==> src/sfbr_pkg.sv <==
`timescale 1ns / 1ps
// ----------------------------------------------------------------------------
// sfbr_pkg
// Shared types and constants of the stuffed frame bit receiver.
// ----------------------------------------------------------------------------
package sfbr_pkg;

  // Frame layout and bit masks
  localparam logic [7:0] END_MARK     = 8'h7E;  // end byte that may request an ack
  localparam logic [3:0] LEN_LIMIT    = 4'd13;  // largest legal data count
  localparam logic [7:0] MASK_FIRST   = 8'h80;  // MSB first
  localparam logic [7:0] MASK_SOF     = 8'h02;  // two-bit start field
  localparam logic [7:0] MASK_RESP    = 8'h1F;  // response ends after three bits
  localparam logic [4:0] POS_SAT      = 5'd31;  // byte position saturates here
  localparam logic [4:0] POS_LEN      = 5'd1;   // position of the length byte
  localparam logic [4:0] POS_DEST     = 5'd2;   // position of the destination ID
  localparam logic [2:0] RUN_STUFF    = 3'd5;   // equal bits before a stuff bit
  localparam logic [2:0] RUN_SAT      = 3'd7;

  // Configuration register indexes and reset values
  localparam logic       CFG_CRC_POLY = 1'b0;
  localparam logic       CFG_ACK_IDS  = 1'b1;
  localparam logic [7:0] CRC_POLY_RST = 8'h13;

  // One result beat
  typedef struct packed {
    logic [7:0] byte_value;
    logic [4:0] byte_pos;
    logic       last;
    logic       aborted;
    logic       crc_ok;
    logic       ack_wanted;
  } rx_beat_t;

endpackage

==> src/stuffed_frame_bit_receiver_core.sv <==
`timescale 1ns / 1ps
// ----------------------------------------------------------------------------
// stuffed_frame_bit_receiver_core
// Bit-stuffed serial frame receiver with CRC-8 check and ack request.
// ----------------------------------------------------------------------------
// Input channel (in_valid / in_stall): one beat per event. in_cmd = 0 is a
// pin change or idle check; a high in_rx_bit then starts a frame when idle.
// in_cmd = 1 is a bit time sample. Bits are assembled MSB first into the
// start field, length byte, data bytes and CRC byte (stuff bits dropped),
// then the end byte and a three-bit response field.
// Output channel (out_valid / out_stall): one beat per completed byte, with
// its frame position, last/aborted flags and, on the end byte, the CRC
// verdict and ack request.
// Config channel (cfg_valid / cfg_ready): index 0 is the CRC-8 polynomial,
// index 1 the packed ack ID bytes. Write only while the block is idle.
// A result is registered and appears on out_* in the cycle after the beat
// that completes the byte. One input beat per cycle while in_stall is low;
// the frame state and the CRC are updated in the same cycle the beat is taken.
// in_stall rises only while a result waits and out_stall is high; a waiting
// result holds its payload until it is taken.
// Reset: the receiver is idle, no result is pending, the polynomial is 0x13
// and all ack IDs are zero.
// ----------------------------------------------------------------------------
module stuffed_frame_bit_receiver_core #(
  parameter int ACK_ID_SLOTS = 8
) (
  input  logic        clk,
  input  logic        rst_n,
  // config write
  input  logic        cfg_valid,
  output logic        cfg_ready,
  input  logic        cfg_index,
  input  logic [63:0] cfg_data,
  // input beats
  input  logic        in_valid,
  output logic        in_stall,
  input  logic        in_cmd,
  input  logic        in_rx_bit,
  // result beats
  output logic        out_valid,
  input  logic        out_stall,
  output logic [7:0]  out_byte_value,
  output logic [4:0]  out_byte_pos,
  output logic        out_last,
  output logic        out_aborted,
  output logic        out_crc_ok,
  output logic        out_ack_wanted
);

  localparam int IdW = 8 * ACK_ID_SLOTS;

  typedef enum logic [2:0] {
    ST_START,
    ST_LEN,
    ST_DATA,
    ST_CRC,
    ST_END,
    ST_RESP
  } stage_t;

  // MSB-first CRC-8 over one byte
  function automatic logic [7:0] crc8_step(input logic [7:0] crc, input logic [7:0] b,
                                           input logic [7:0] poly);
    logic [7:0] x;
    x = crc ^ b;
    for (int n = 0; n < 8; n++) begin
      x = x[7] ? ({x[6:0], 1'b0} ^ poly) : {x[6:0], 1'b0};
    end
    return x;
  endfunction

  // Config and frame state
  logic [7:0]         crc_poly_r;
  logic [IdW-1:0]     ack_ids_r;
  logic               listening_r, listening_nxt;
  stage_t             stage_r, stage_nxt;
  logic [7:0]         shift_r, shift_nxt;
  logic [7:0]         mask_r, mask_nxt;
  logic [2:0]         ones_r, ones_nxt;
  logic [2:0]         zeros_r, zeros_nxt;
  logic [3:0]         left_r, left_nxt;
  logic [4:0]         count_r, count_nxt;
  logic [7:0]         crc_r, crc_nxt;
  logic [7:0]         dest_r, dest_nxt;
  logic               out_valid_r, out_valid_nxt;
  sfbr_pkg::rx_beat_t out_beat_r;

  // Step signals
  logic               load;
  logic               accept;
  logic               res_vld;
  sfbr_pkg::rx_beat_t res;
  logic               drop;
  logic [7:0]         sh_bit;
  logic [7:0]         mk_bit;
  logic [7:0]         crc_new;
  logic               id_hit;
  logic [3:0]         left_dec;

  // Handshakes: output register drains or is empty -> take a beat
  assign cfg_ready = 1'b1;
  assign load      = !out_valid_r || !out_stall;
  assign in_stall  = !load;
  assign accept    = in_valid && load;

  // Destination ID lookup
  always_comb begin
    id_hit = 1'b0;
    for (int a = 0; a < ACK_ID_SLOTS; a++) begin
      if (ack_ids_r[8*a +: 8] == dest_r) id_hit = 1'b1;
    end
  end

  // Bit assembly with stuff-bit removal
  always_comb begin
    drop   = (stage_r == ST_LEN || stage_r == ST_DATA || stage_r == ST_CRC) &&
             (ones_r == sfbr_pkg::RUN_STUFF || zeros_r == sfbr_pkg::RUN_STUFF);
    sh_bit = drop ? shift_r : (shift_r | (in_rx_bit ? mask_r : 8'h00));
    mk_bit = drop ? mask_r : {1'b0, mask_r[7:1]};
    crc_new  = crc8_step(crc_r, sh_bit, crc_poly_r);
    left_dec = (left_r != 4'd0) ? left_r - 4'd1 : left_r;
  end

  // Frame sequencer
  always_comb begin
    listening_nxt = listening_r;
    stage_nxt     = stage_r;
    shift_nxt     = shift_r;
    mask_nxt      = mask_r;
    ones_nxt      = ones_r;
    zeros_nxt     = zeros_r;
    left_nxt      = left_r;
    count_nxt     = count_r;
    crc_nxt       = crc_r;
    dest_nxt      = dest_r;
    res_vld       = 1'b0;
    res           = '0;
    res.byte_value = sh_bit;
    res.byte_pos   = count_r;

    if (accept) begin
      if (!in_cmd) begin
        // idle check: a high level opens a frame
        if (!listening_r && in_rx_bit) begin
          listening_nxt = 1'b1;
          stage_nxt     = ST_START;
          shift_nxt     = 8'h00;
          mask_nxt      = sfbr_pkg::MASK_SOF;
          ones_nxt      = 3'd0;
          zeros_nxt     = 3'd0;
          left_nxt      = 4'd0;
          count_nxt     = 5'd0;
          crc_nxt       = 8'h00;
          dest_nxt      = 8'h00;
        end
      end else if (listening_r) begin
        shift_nxt = sh_bit;
        mask_nxt  = mk_bit;
        // run counters in stuffed fields
        if (stage_r == ST_LEN || stage_r == ST_DATA || stage_r == ST_CRC) begin
          if (in_rx_bit) begin
            ones_nxt  = (ones_r < sfbr_pkg::RUN_SAT) ? ones_r + 3'd1 : ones_r;
            zeros_nxt = 3'd0;
          end else begin
            zeros_nxt = (zeros_r < sfbr_pkg::RUN_SAT) ? zeros_r + 3'd1 : zeros_r;
            ones_nxt  = 3'd0;
          end
        end
        // byte complete?
        if (stage_r == ST_RESP) begin
          res_vld = (mk_bit == 8'h00) || ((mk_bit & sfbr_pkg::MASK_RESP) != 8'h00);
        end else begin
          res_vld = (mk_bit == 8'h00);
        end

        unique case (stage_r)
          ST_START: begin
            if (res_vld) begin
              stage_nxt      = ST_LEN;
              res.byte_value = {7'd0, sh_bit[0]};
            end
          end
          ST_LEN: begin
            if (res_vld) begin
              crc_nxt  = crc_new;
              left_nxt = sh_bit[3:0];
              if (sh_bit[3:0] > sfbr_pkg::LEN_LIMIT) begin
                res.last      = 1'b1;
                res.aborted   = 1'b1;
                listening_nxt = 1'b0;
                stage_nxt     = ST_START;
              end else begin
                stage_nxt = (sh_bit[3:0] != 4'd0) ? ST_DATA : ST_CRC;
              end
            end
          end
          ST_DATA: begin
            if (res_vld) begin
              if (count_r == sfbr_pkg::POS_DEST) dest_nxt = sh_bit;
              crc_nxt  = crc_new;
              left_nxt = left_dec;
              if (left_dec == 4'd0) stage_nxt = ST_CRC;
            end
          end
          ST_CRC: begin
            if (res_vld) begin
              if (count_r == sfbr_pkg::POS_DEST) dest_nxt = sh_bit;
              crc_nxt   = crc_new;
              ones_nxt  = 3'd0;
              zeros_nxt = 3'd0;
              stage_nxt = ST_END;
            end
          end
          ST_END: begin
            if (res_vld) begin
              stage_nxt      = ST_RESP;
              res.crc_ok     = (crc_r == 8'h00);
              res.ack_wanted = (sh_bit == sfbr_pkg::END_MARK) && id_hit;
            end
          end
          ST_RESP: begin
            if (res_vld) begin
              res.last      = 1'b1;
              listening_nxt = 1'b0;
              stage_nxt     = ST_START;
            end
          end
          default: begin
            // undefined stage code: back to idle, bit discarded
            res_vld       = 1'b0;
            shift_nxt     = shift_r;
            mask_nxt      = mask_r;
            ones_nxt      = ones_r;
            zeros_nxt     = zeros_r;
            listening_nxt = 1'b0;
            stage_nxt     = ST_START;
          end
        endcase

        // common emit bookkeeping
        if (res_vld) begin
          count_nxt = (count_r < sfbr_pkg::POS_SAT) ? count_r + 5'd1 : count_r;
          shift_nxt = 8'h00;
          mask_nxt  = sfbr_pkg::MASK_FIRST;
        end
      end
    end

    // output register
    out_valid_nxt = load ? (accept && res_vld) : out_valid_r;
  end

  // State, config and result registers
  always_ff @(posedge clk) begin
    if (!rst_n) begin
      crc_poly_r  <= sfbr_pkg::CRC_POLY_RST;
      ack_ids_r   <= '0;
      listening_r <= 1'b0;
      stage_r     <= ST_START;
      shift_r     <= 8'h00;
      mask_r      <= sfbr_pkg::MASK_FIRST;
      ones_r      <= 3'd0;
      zeros_r     <= 3'd0;
      left_r      <= 4'd0;
      count_r     <= 5'd0;
      crc_r       <= 8'h00;
      dest_r      <= 8'h00;
      out_valid_r <= 1'b0;
    end else begin
      if (cfg_valid && cfg_ready) begin
        unique case (cfg_index)
          sfbr_pkg::CFG_CRC_POLY: crc_poly_r <= cfg_data[7:0];
          sfbr_pkg::CFG_ACK_IDS:  ack_ids_r  <= cfg_data[IdW-1:0];
          default: ;
        endcase
      end
      listening_r <= listening_nxt;
      stage_r     <= stage_nxt;
      shift_r     <= shift_nxt;
      mask_r      <= mask_nxt;
      ones_r      <= ones_nxt;
      zeros_r     <= zeros_nxt;
      left_r      <= left_nxt;
      count_r     <= count_nxt;
      crc_r       <= crc_nxt;
      dest_r      <= dest_nxt;
      out_valid_r <= out_valid_nxt;
    end
    // payload needs no reset
    if (accept && res_vld) out_beat_r <= res;
  end

  assign out_valid      = out_valid_r;
  assign out_byte_value = out_beat_r.byte_value;
  assign out_byte_pos   = out_beat_r.byte_pos;
  assign out_last       = out_beat_r.last;
  assign out_aborted    = out_beat_r.aborted;
  assign out_crc_ok     = out_beat_r.crc_ok;
  assign out_ack_wanted = out_beat_r.ack_wanted;

endmodule

==> config.mk <==
export PLATFORM = sky130hd
export DESIGN_NAME = stuffed_frame_bit_receiver_core
export DESIGN_NICKNAME = d
export VERILOG_FILES = /design/src/sfbr_pkg.sv /design/src/stuffed_frame_bit_receiver_core.sv
export SDC_FILE = /design/constraint.sdc
export NUM_CORES = 1
export LEC_CHECK = 0
export ABC_AREA = 1
export BUFFER_PORTS_ARGS = -buffer_cell sky130_fd_sc_hd__buf_2
export CAP_MARGIN = 15
export CORE_MARGIN = 3
export CORE_UTILIZATION = 37
export DETAILED_ROUTE_END_ITERATION = 6
export MAX_ROUTING_LAYER = met4
export PLACE_DENSITY = 0.56
export SLEW_MARGIN = 5
export SYNTH_ARGS = -nofsm -noshare
export SYNTH_HDL_FRONTEND = slang
export SYNTH_SLANG_ARGS = --single-unit
==> constraint.sdc <==
create_clock -name clk -period 5 [get_ports clk]
set_input_delay 0 -clock clk [delete_from_list [all_inputs] [get_ports clk]]
set_output_delay 0 -clock clk [all_outputs]
set_load 0.01 [all_outputs]
; ---- Word-level counts from Yosys, hierarchy flattened
; Index checks and enable logic that the tools add are counted.
[totals]
register_bits = 141
in_bits = 72
[classes]
addsub = 4
magnitude_cmp = 4
eq_ne = 34
n_mux = 104
bitwise = 11
n_reduce_logical = 40
[op_table]
columns = cell, count
row1 = $mux 8, 35
row2 = $xor 8x8->8, 9
row3 = $mux 3, 22
row4 = $eq 8x8->1, 8
row5 = $mux 1, 27
row6 = $mux 5, 5
row7 = $mux 4, 6
row8 = $ne 3x2->1 const B, 7
row9 = $reduce_and 5->1, 4
row10 = $pmux 3 s6, 1
row11 = $logic_not 8->1, 2
row12 = $eq 3x3->1 const B, 4
row13 = $pmux 3 s2, 2
row14 = $reduce_and 6->1, 2
row15 = $ne 2x1->1 const B, 5
row16 = $reduce_and 10->1, 1
row17 = $eq 8x7->1 const B, 1
row18 = $or 8x8->8, 1
row19 = $pmux 4 s2, 1
row20 = $reduce_and 4->1, 2
row21 = $reduce_bool 4->1, 2
row22 = $reduce_bool 8->1, 1
row23 = $add 3x1->3 const B, 2
row24 = $eq 3x2->1 const B, 2
row25 = other kinds (27), 45

; ---- Logic depth before layout (Yosys ltp)
; Gate-level depths: netlist of the first run.
[depth]
word_depth = 26
depth_mapped = 36

; ---- Worst setup path before layout of the first run
; OpenSTA, ideal clock, no wires.
[synth_timing]
path_type = register -> register
from = register zeros_r[1]
to = register out_beat_r, in the netlist out_aborted, enable pin
arrival_ns = 3.115
setup_slack_ns = 1.493
stages_incl_launch_ff = 18
synth_period_minus_slack_ns = 3.507
path_cell_list = dfxtp_1 -> inv_1 -> ha_1 -> nand2_1 -> nand2_2 -> nand2_4 -> buf_6 -> buf_2 -> o21ai_0 -> nor4_1 -> inv_1 -> nor2_1 -> nand4_1 -> nand2_1 -> inv_1 -> nor4_1 -> inv_1 -> nor2_1
[synth_via]
elab_chain_len = 18
word_cells_on_any_way = 19
classes_between = eq/ne: 1 / mux: 12 / reduce/logical: 6
[synth_lines]
columns = element, line
row1 = start: declaration, stuffed_frame_bit_receiver_core.sv:80  ; logic [2:0] zeros_r, zeros_nxt;
row2 = start signal: assignment, stuffed_frame_bit_receiver_core.sv:282  ; zeros_r <= zeros_nxt;
row3 = $eq 3x3->1 *, stuffed_frame_bit_receiver_core.sv:117  ; (ones_r == sfbr_pkg::RUN_STUFF || zeros_r == sfbr_pkg::RUN_STUFF);
row4 = $logic_or 1x1->1 *, stuffed_frame_bit_receiver_core.sv:117
row5 = $logic_and 1x1->1 *, stuffed_frame_bit_receiver_core.sv:116  ; drop = (stage_r == ST_LEN || stage_r == ST_DATA || stage_r == ST_CRC) &&
row6 = $mux 8 *, stuffed_frame_bit_receiver_core.sv:119  ; mk_bit = drop ? mask_r : {1'b0, mask_r[7:1]};
row7 = $logic_not 8->1 / $reduce_bool 8->1 (equally long branches), "stuffed_frame_bit_receiver_core.sv:171, stuffed_frame_bit_receiver_core.sv:173"
row8 = $logic_or 1x1->1, stuffed_frame_bit_receiver_core.sv:171  ; res_vld = (mk_bit == 8'h00) || ((mk_bit & sfbr_pkg::MASK_RESP) != 8'h00);
row9 = $mux 1 *, stuffed_frame_bit_receiver_core.sv:170  ; if (stage_r == ST_RESP) begin
row10 = $mux 1 *, stuffed_frame_bit_receiver_core.sv:156  ; end else if (listening_r) begin
row11 = (+2 left out), -
row12 = $mux 1 *, stuffed_frame_bit_receiver_core.sv:176  ; unique case (stage_r)
row13 = $mux 1 *, stuffed_frame_bit_receiver_core.sv:156
row14 = $mux 1 *, stuffed_frame_bit_receiver_core.sv:142  ; if (!in_cmd) begin
row15 = $mux 1 *, stuffed_frame_bit_receiver_core.sv:141  ; if (accept) begin
row16 = $mux 1 *, stuffed_frame_bit_receiver_core.sv:156
row17 = $mux 1 *, stuffed_frame_bit_receiver_core.sv:142
row18 = $mux 1 *, stuffed_frame_bit_receiver_core.sv:141
row19 = $logic_and 1x1->1 *, stuffed_frame_bit_receiver_core.sv:290  ; if (accept && res_vld) out_beat_r <= res;
row20 = end signal: assignment, stuffed_frame_bit_receiver_core.sv:290
row21 = end: declaration, stuffed_frame_bit_receiver_core.sv:86  ; sfbr_pkg::rx_beat_t out_beat_r;
; Every way passes the cells marked *; elsewhere a longest branch is shown, timed or not. The select of a mux whose other input is x is not followed.
; A chain may end at the register's enable or synchronous reset.

; ---- Worst setup path after layout of the first run
[layout_timing]
from = register zeros_r[1]
to = register crc_r[6]
[layout_via]
elab_chain_len = 24
word_cells_on_any_way = 35
classes_between = eq/ne: 2 / mux: 18 / bitwise: 9 / reduce/logical: 6
[layout_lines]
columns = element, line
row1 = $eq 3x3->1 *, stuffed_frame_bit_receiver_core.sv:117
row2 = $logic_or 1x1->1 *, stuffed_frame_bit_receiver_core.sv:117
row3 = $logic_and 1x1->1 *, stuffed_frame_bit_receiver_core.sv:116
row4 = $mux 8, stuffed_frame_bit_receiver_core.sv:118  ; sh_bit = drop ? shift_r : (shift_r | (in_rx_bit ? mask_r : 8'h00));
row5 = $xor 8x8->8, stuffed_frame_bit_receiver_core.sv:65  ; x = crc ^ b;
row6 = $xor 8x8->8, stuffed_frame_bit_receiver_core.sv:67  ; x = x[7] ? ({x[6:0], 1'b0} ^ poly) : {x[6:0], 1'b0};
row7 = $mux 8, stuffed_frame_bit_receiver_core.sv:67
row8 = $mux 8 / $xor 8x8->8 (equally long branches), stuffed_frame_bit_receiver_core.sv:67
row9 = (+8 left out), -
row10 = $xor 8x8->8 / $mux 8 (equally long branches), stuffed_frame_bit_receiver_core.sv:67
row11 = $mux 8 / $xor 8x8->8 (equally long branches), stuffed_frame_bit_receiver_core.sv:67
row12 = $xor 8x8->8 / $mux 8 (equally long branches), stuffed_frame_bit_receiver_core.sv:67
row13 = $mux 8, stuffed_frame_bit_receiver_core.sv:67
row14 = $mux 8, "stuffed_frame_bit_receiver_core.sv:184, stuffed_frame_bit_receiver_core.sv:198, stuffed_frame_bit_receiver_core.sv:206"
row15 = $mux 8, -
row16 = $mux 8, stuffed_frame_bit_receiver_core.sv:156
row17 = $mux 8, stuffed_frame_bit_receiver_core.sv:142
row18 = end signal: assignment, stuffed_frame_bit_receiver_core.sv:285  ; crc_r <= crc_nxt;
row19 = end: declaration, stuffed_frame_bit_receiver_core.sv:83  ; logic [7:0] crc_r, crc_nxt;
; Marked as above.

==> results of run 1 <==
## per-layer routing
metal	wire, microns	share of wire, %
met1	11100	49
met3	1010	4.4
met2	10500	46
met4	295	1.3
met5	0	0
## report_power, final
part	switching, W	leakage, nW	internal (W)	total (W)
Combinational	0.000418	2.78	0.000281	0.000699
Clock	0.000516	0.280	0.000727	0.00124
Sequential	0.0000588	1.17	0.00120	0.00125
Total	0.000993	4.23	0.00220	0.00320
## final timing paths
path	endpoint	slack, ns	from	cells past startpoint
worst max-delay path	crc_r[6]	1.09	zeros_r[1]	33
worst max register to register	crc_r[6]	1.09	zeros_r[1]	33
worst min register to register	out_byte_pos[2]	0.46	count_r[2]	0
worst min-delay path	crc_poly_r[6]	0.03	cfg_index	4
## metrics by stage
step,instance area (sq um),std cells
CTS,10100,1590
detailed placement,8800,1486
floorplan,8220,1171
global route,10100,1590
finish,10100,1590
global placement,8800,1486
## Yosys cell counts (14+ instances only)
| master | instances |
|---|---|
| edfxtp_1 | 17 |
| nand2_1 | 192 |
| clkbuf_1 | 44 |
| nor2_1 | 190 |
| xor2_1 | 19 |
| nand2_2 | 21 |
| a21oi_1 | 68 |
| dfxtp_1 | 124 |
| nand3_1 | 62 |
| xnor2_1 | 53 |
| o21ai_0 | 102 |
| nor3_1 | 22 |
| inv_1 | 113 |
| or2_2 | 14 |
## flip-flops by register name, indices dropped and copies added (netlist names)
name            cells
out_last            1
out_valid           1
count_r             5
ack_ids_r          64
out_byte_pos        5
stage_r             3
crc_r               8
shift_r             8
crc_poly_r          8
left_r              4
out_aborted         1
mask_r              8
ones_r              3
out_crc_ok          1
zeros_r             3
dest_r              8
out_ack_wanted      1
listening_r         1
out_byte_value      8
## worst min-delay path, cell delays in order
cell	delay, ns
buf_2	0.09
nor2_1	0.10
o21ai_0	0.16
nor2_1	0.05
## cell type report
cell class / instances / share of cell area (%)
clock inverter: 12 / 1.08
tap: 275 / 3.41
inverter: 126 / 4.70
clock buffer: 20 / 4.62
multi-input combinational: 850 / 44.6
timing repair buffer: 166 / 11.9
sequential: 141 / 29.6
## cell families (layout without fill, tap and decap cells)
| kind of cell | count (synthesis) | count (layout) | share of synthesized area, % |
|---|---|---|---|
| and+or+nand+nor | 557 | 557 | 31.6 |
| AOI/OAI and AO/OA | 212 | 212 | 14.3 |
| buffers and inverters | 180 | 324 | 8.73 |
| DFF | 141 | 141 | 36.4 |
| xor gates and xnor gates | 73 | 73 | 7.87 |
| adders and majority gates | 7 | 7 | 1.07 |
| other | 1 | 1 | 0.0456 |
==> flow_summary.ini, run 1 <==
[global_route]
grt_use_met1_pct = 26.3
grt_pass1_wl_microns = 37300
grt_usage_pct = 19.6
grt_max_degree = 88
antenna_found_initial = 0
grt_pass1_vias = 7273
grtUsageMet2_pct = 31.1
grt_overflow = 0
busiest_layer = met2
grtUsageMet3_pct = 3.09

[cells_and_area]
final_util_pct = 47.1
multi_input_area_sq_mm = 0.00451
synthToLayoutAreaGrowth_pct = 22.9
num_antenna_cells = 0
layout_common_cells = nand2_1 (192), nor2_1 (190), dfxtp_1 (124)
drive_gt1_share_pct = 16.0
final_nets = 1381
final_common_cell = nand2_1
fillers = 2156
regArea_sq_mm = 0.00299

[die]
die_h_microns = 155
core.rowCount = 53
core_sq_mm = 0.0214
initial_core_util_pct = 38.4
die_w_microns = 155
io_pins = 92
dieArea_sq_mm = 0.0240

[power]
power_w = 0.00320
max-vdd-ir-drop_mv = 0.139
p_per_area_mw_per_mm2 = 317
power_leakage_nw = 4.23

[synth]
synth_area_sq_mm = 0.00822
synth_top_area_share_pct = 30.2
ys_warn_count = 0
synth_cell_types = 49
ys.flop_type = dfxtp_1
syn_inst = 1171
syn-num-nets = 1250
synth-seq-cells = 141
yosys.area.top_type = dfxtp_1
avgSynthCellArea_sq_um = 7.02
async_flop_share_pct = 0
synth_edf_count = 17
synth_area_leaders = dfxtp_1 (30%), nand2_1 (8.8%), nor2_1 (8.7%)
ys_seq_area_share_pct = 36.4

[route]
vias = 7799
wirelength_microns = 23000
routedWlPerCell_microns = 14.4
drt_first_pass_iters = 5
drtIter0Drc = 611
vias_per_cell = 4.91
ant_nets = 0
drc = 0

[timing]
post-route-min-period_ns = 3.91
rsz0062_at_grt = no
fmax_mhz = 256
fin_tns_setup_ns = 0
slew_viol_final = 0
holdWs_ns = 0.0298
setup_violations = 0
skew_ns = 0.0110
hold_viol = 0
worstMarginPinSlew_ns = 1.11
finalCritPeriodShare_pct = 78.2
setup_ws_ns = 1.09
relSlewSlack_pct = 25.6

[run_status]
status = completed

[hold_path]
hold_path_class = input pin to flop

[clock_network]
cts_setup_buffers = 0
hold_buffers = 72
cts_tree = yes
cts_buffers = 17
h-tree-depth = 4
clock_sinks = 141
cts.repair.resized = 0
root_buffer = clkbuf_16
clock_path_buffers = 2
clkSlewWorstSetupHoldPaths_ns = 0.06
clk_latency_ns = 0.42

[worst_setup_path]
critPathKind = flop to flop
cpMostUsedCell = nand2_2
critPathSlowestCell = dfxtp_1
start_kind = flop
critPathMaxFanout = 23
endpoint_kind = flop
required_ns = 5.35
critPathTopFamily = simple AND/OR/NAND/NOR gates
crit_arrival_ns = 4.26
path_buf_inv = 2
critPathMaxStageDelay_ns = 0.37

[flow_run]
drv_cap = 0

[placement]
port_buffers = 90
gp_congestion = 0.886
post-place-ws_ns = 1.10
hpwl_microns = 15600
Power figures use the tool's default switching activity.
==> run 2, diff against run 1 <==
--- a/config.mk
+++ b/config.mk
@@ -12,7 +12,7 @@
 export CORE_UTILIZATION = 37
 export DETAILED_ROUTE_END_ITERATION = 6
 export MAX_ROUTING_LAYER = met4
-export PLACE_DENSITY = 0.56
+export PLACE_DENSITY = 0.58
 export SLEW_MARGIN = 5
 export SYNTH_ARGS = -nofsm -noshare
 export SYNTH_HDL_FRONTEND = slang
==> constraint.sdc (replaced) <==
create_clock -name clk -period 3.1 [get_ports clk]
set_input_delay 0 -clock clk [delete_from_list [all_inputs] [get_ports clk]]
set_output_delay 0 -clock clk [all_outputs]
set_load 0.01 [all_outputs]
==> flow_summary.ini, run 2 (synthesis gave the netlist of run 1 again) <==
[timing]
relSlewSlack_pct = 27.6
post-route-min-period_ns = 3.35
slew_viol_final = 0
setup_violations = 8
finalCritPeriodShare_pct = 108
worstMarginPinSlew_ns = 1.08
rsz0062_at_grt = yes
setup_ws_ns = -0.247
hold_viol = 0
fmax_mhz = 299
skew_ns = 0.0110
fin_tns_setup_ns = -1.84

[worst_setup_path]
critPathMaxFanout = 7
cpMostUsedCell = nand2_4
crit_arrival_ns = 3.64
start_kind = flop
critPathMaxStageDelay_ns = 0.32
critPathKind = flop to flop
critPathSlowestCell = dfxtp_2
required_ns = 3.39
endpoint_kind = flop
rrSetupSlack_ns = -0.25

[cells_and_area]
final_nets = 1473
synthToLayoutAreaGrowth_pct = 37.4
regMostFlops = ack_ids_r
num_antenna_cells = 0
drive_gt1_share_pct = 25.9
largest_reg_flops = 64
final_util_pct = 52.7
final_common_cell = nor2_1
layout_common_cells = nor2_1 (183), nand2_1 (168), dfxtp_1 (119)
final_cells = 1682

[hold_path]
hold_path_class = input pin to flop

[die]
initial_core_util_pct = 38.4
die_w_microns = 155
io_pins = 92
die_h_microns = 155
core_sq_mm = 0.0214
dieArea_sq_mm = 0.0240
core.rowCount = 53

[flow_run]
drv_cap = 0

[power]
power_leakage_nw = 4.80
max-vdd-ir-drop_mv = 0.290
p_per_area_mw_per_mm2 = 481

[placement]
dp_cells = 1563
port_buffers = 90
hpwl_microns = 16700
gp_congestion = 0.884

[clock_network]
h-tree-depth = 4
clk_latency_ns = 0.44
clock_path_buffers = 2
root_buffer = clkbuf_16
clkSlewWorstSetupHoldPaths_ns = 0.07
cts_tree = yes
clock_sinks = 141
cts_buffers = 17

[route]
vias_per_cell = 4.96
vias = 8344
drc = 0
ant_nets = 0
drt_first_pass_iters = 5
drtIter0Drc = 496
routedWlPerCell_microns = 14.6
wirelength_microns = 24500

[global_route]
antenna_found_initial = 0
grt_pass1_wl_microns = 39000
grt_usage_pct = 20.5
grt_overflow = 0
grt_pass1_vias = 7884
grt_max_degree = 65

[run_status]
status = finished, violations left
violations = setup timing
==> run 2: changes by cell type in the layout (fill, tap and decap cells not counted), sizes merged <==
cell | previous run | this run
clkinv | 5 | 4
inv | 129 | 134
buf | 94 | 179
clkbuf | 20 | 18
clkinvlp | 3 | 2
dlygate4sd3 | 72 | 78
==> run 2: per-layer routing <==
layer / vias up / GRT usage [%] / routed length (microns)
met3: 24 / 3.45 / 1100
met5: - / - / 0
met4: 0 / 5.59 / 372
met1: 3872 / 26.6 / 11400
met2: 197 / 33.1 / 11700
li1: 4251 / - / -
==> run 2: layout make-up <==
cell class	instances	area [sq um]
fill	2006	10100
multi-input combinational	850	4930
sequential	141	3000
timing repair buffer	258	1970
inverter	126	477
clock buffer	17	425
tap	275	344
clock inverter	15	151
==> run 2: final timing paths <==
path	startpoint	end	cells after the start
worst min register to register	count_r[2]	out_byte_pos[2]	0
worst max-delay path	zeros_r[1]	crc_r[5]	30
worst min-delay path	cfg_index	crc_poly_r[6]	4
worst max register to register	zeros_r[1]	crc_r[5]	30
==> run 2: where the power goes <==
part / switching [W] / internal [W]
combinational: 0.000786 / 0.000607
sequential: 0.0000734 / 0.00193
clock: 0.000903 / 0.00113
==> run 2: timing repair <==
| action | 4_1_cts | 5_1_grt |
|---|---|---|
| setup endpoints to repair | 23 | 59 |
| hold endpoints to repair | 73 | 0 |
| gates resized for setup | 33 | 64 |
| hold buffers | 78 | 0 |
| buffers inserted | 1 | 7 |
| cloned | 0 | 1 |
| pin swaps | 31 | 24 |
==> run 2: through the flow <==
step | total power, W | setup slack (ns) | cell area [sq um] | hold WS, ns
6_report | 0.00543 | -0.247 | 11300 | 0.0298
5_1_grt | 0.00571 | -0.507 | 11300 | 0.0563
4_1_cts | 0.00537 | -0.220 | 11000 | 0.0154
3_5_place_dp | 0.00323 | -0.278 | 9470 | 0.253
3_3_place_gp | 0.00323 | -0.197 | 9470 | 0.240
2_1_floorplan | 0.00289 | -0.0340 | 8300 | 0.127
==> run 2: worst max-delay path: cells and delay by family (launching register included) <==
kind	cells	cell delay [ns]
flip-flops	1	0.32
AND/OR/NAND/NOR	24	2.42
adder cells (fa/ha/maj)	1	0.13
AO/OA/AOI/OAI	1	0.06
buffers and inverters	4	0.28
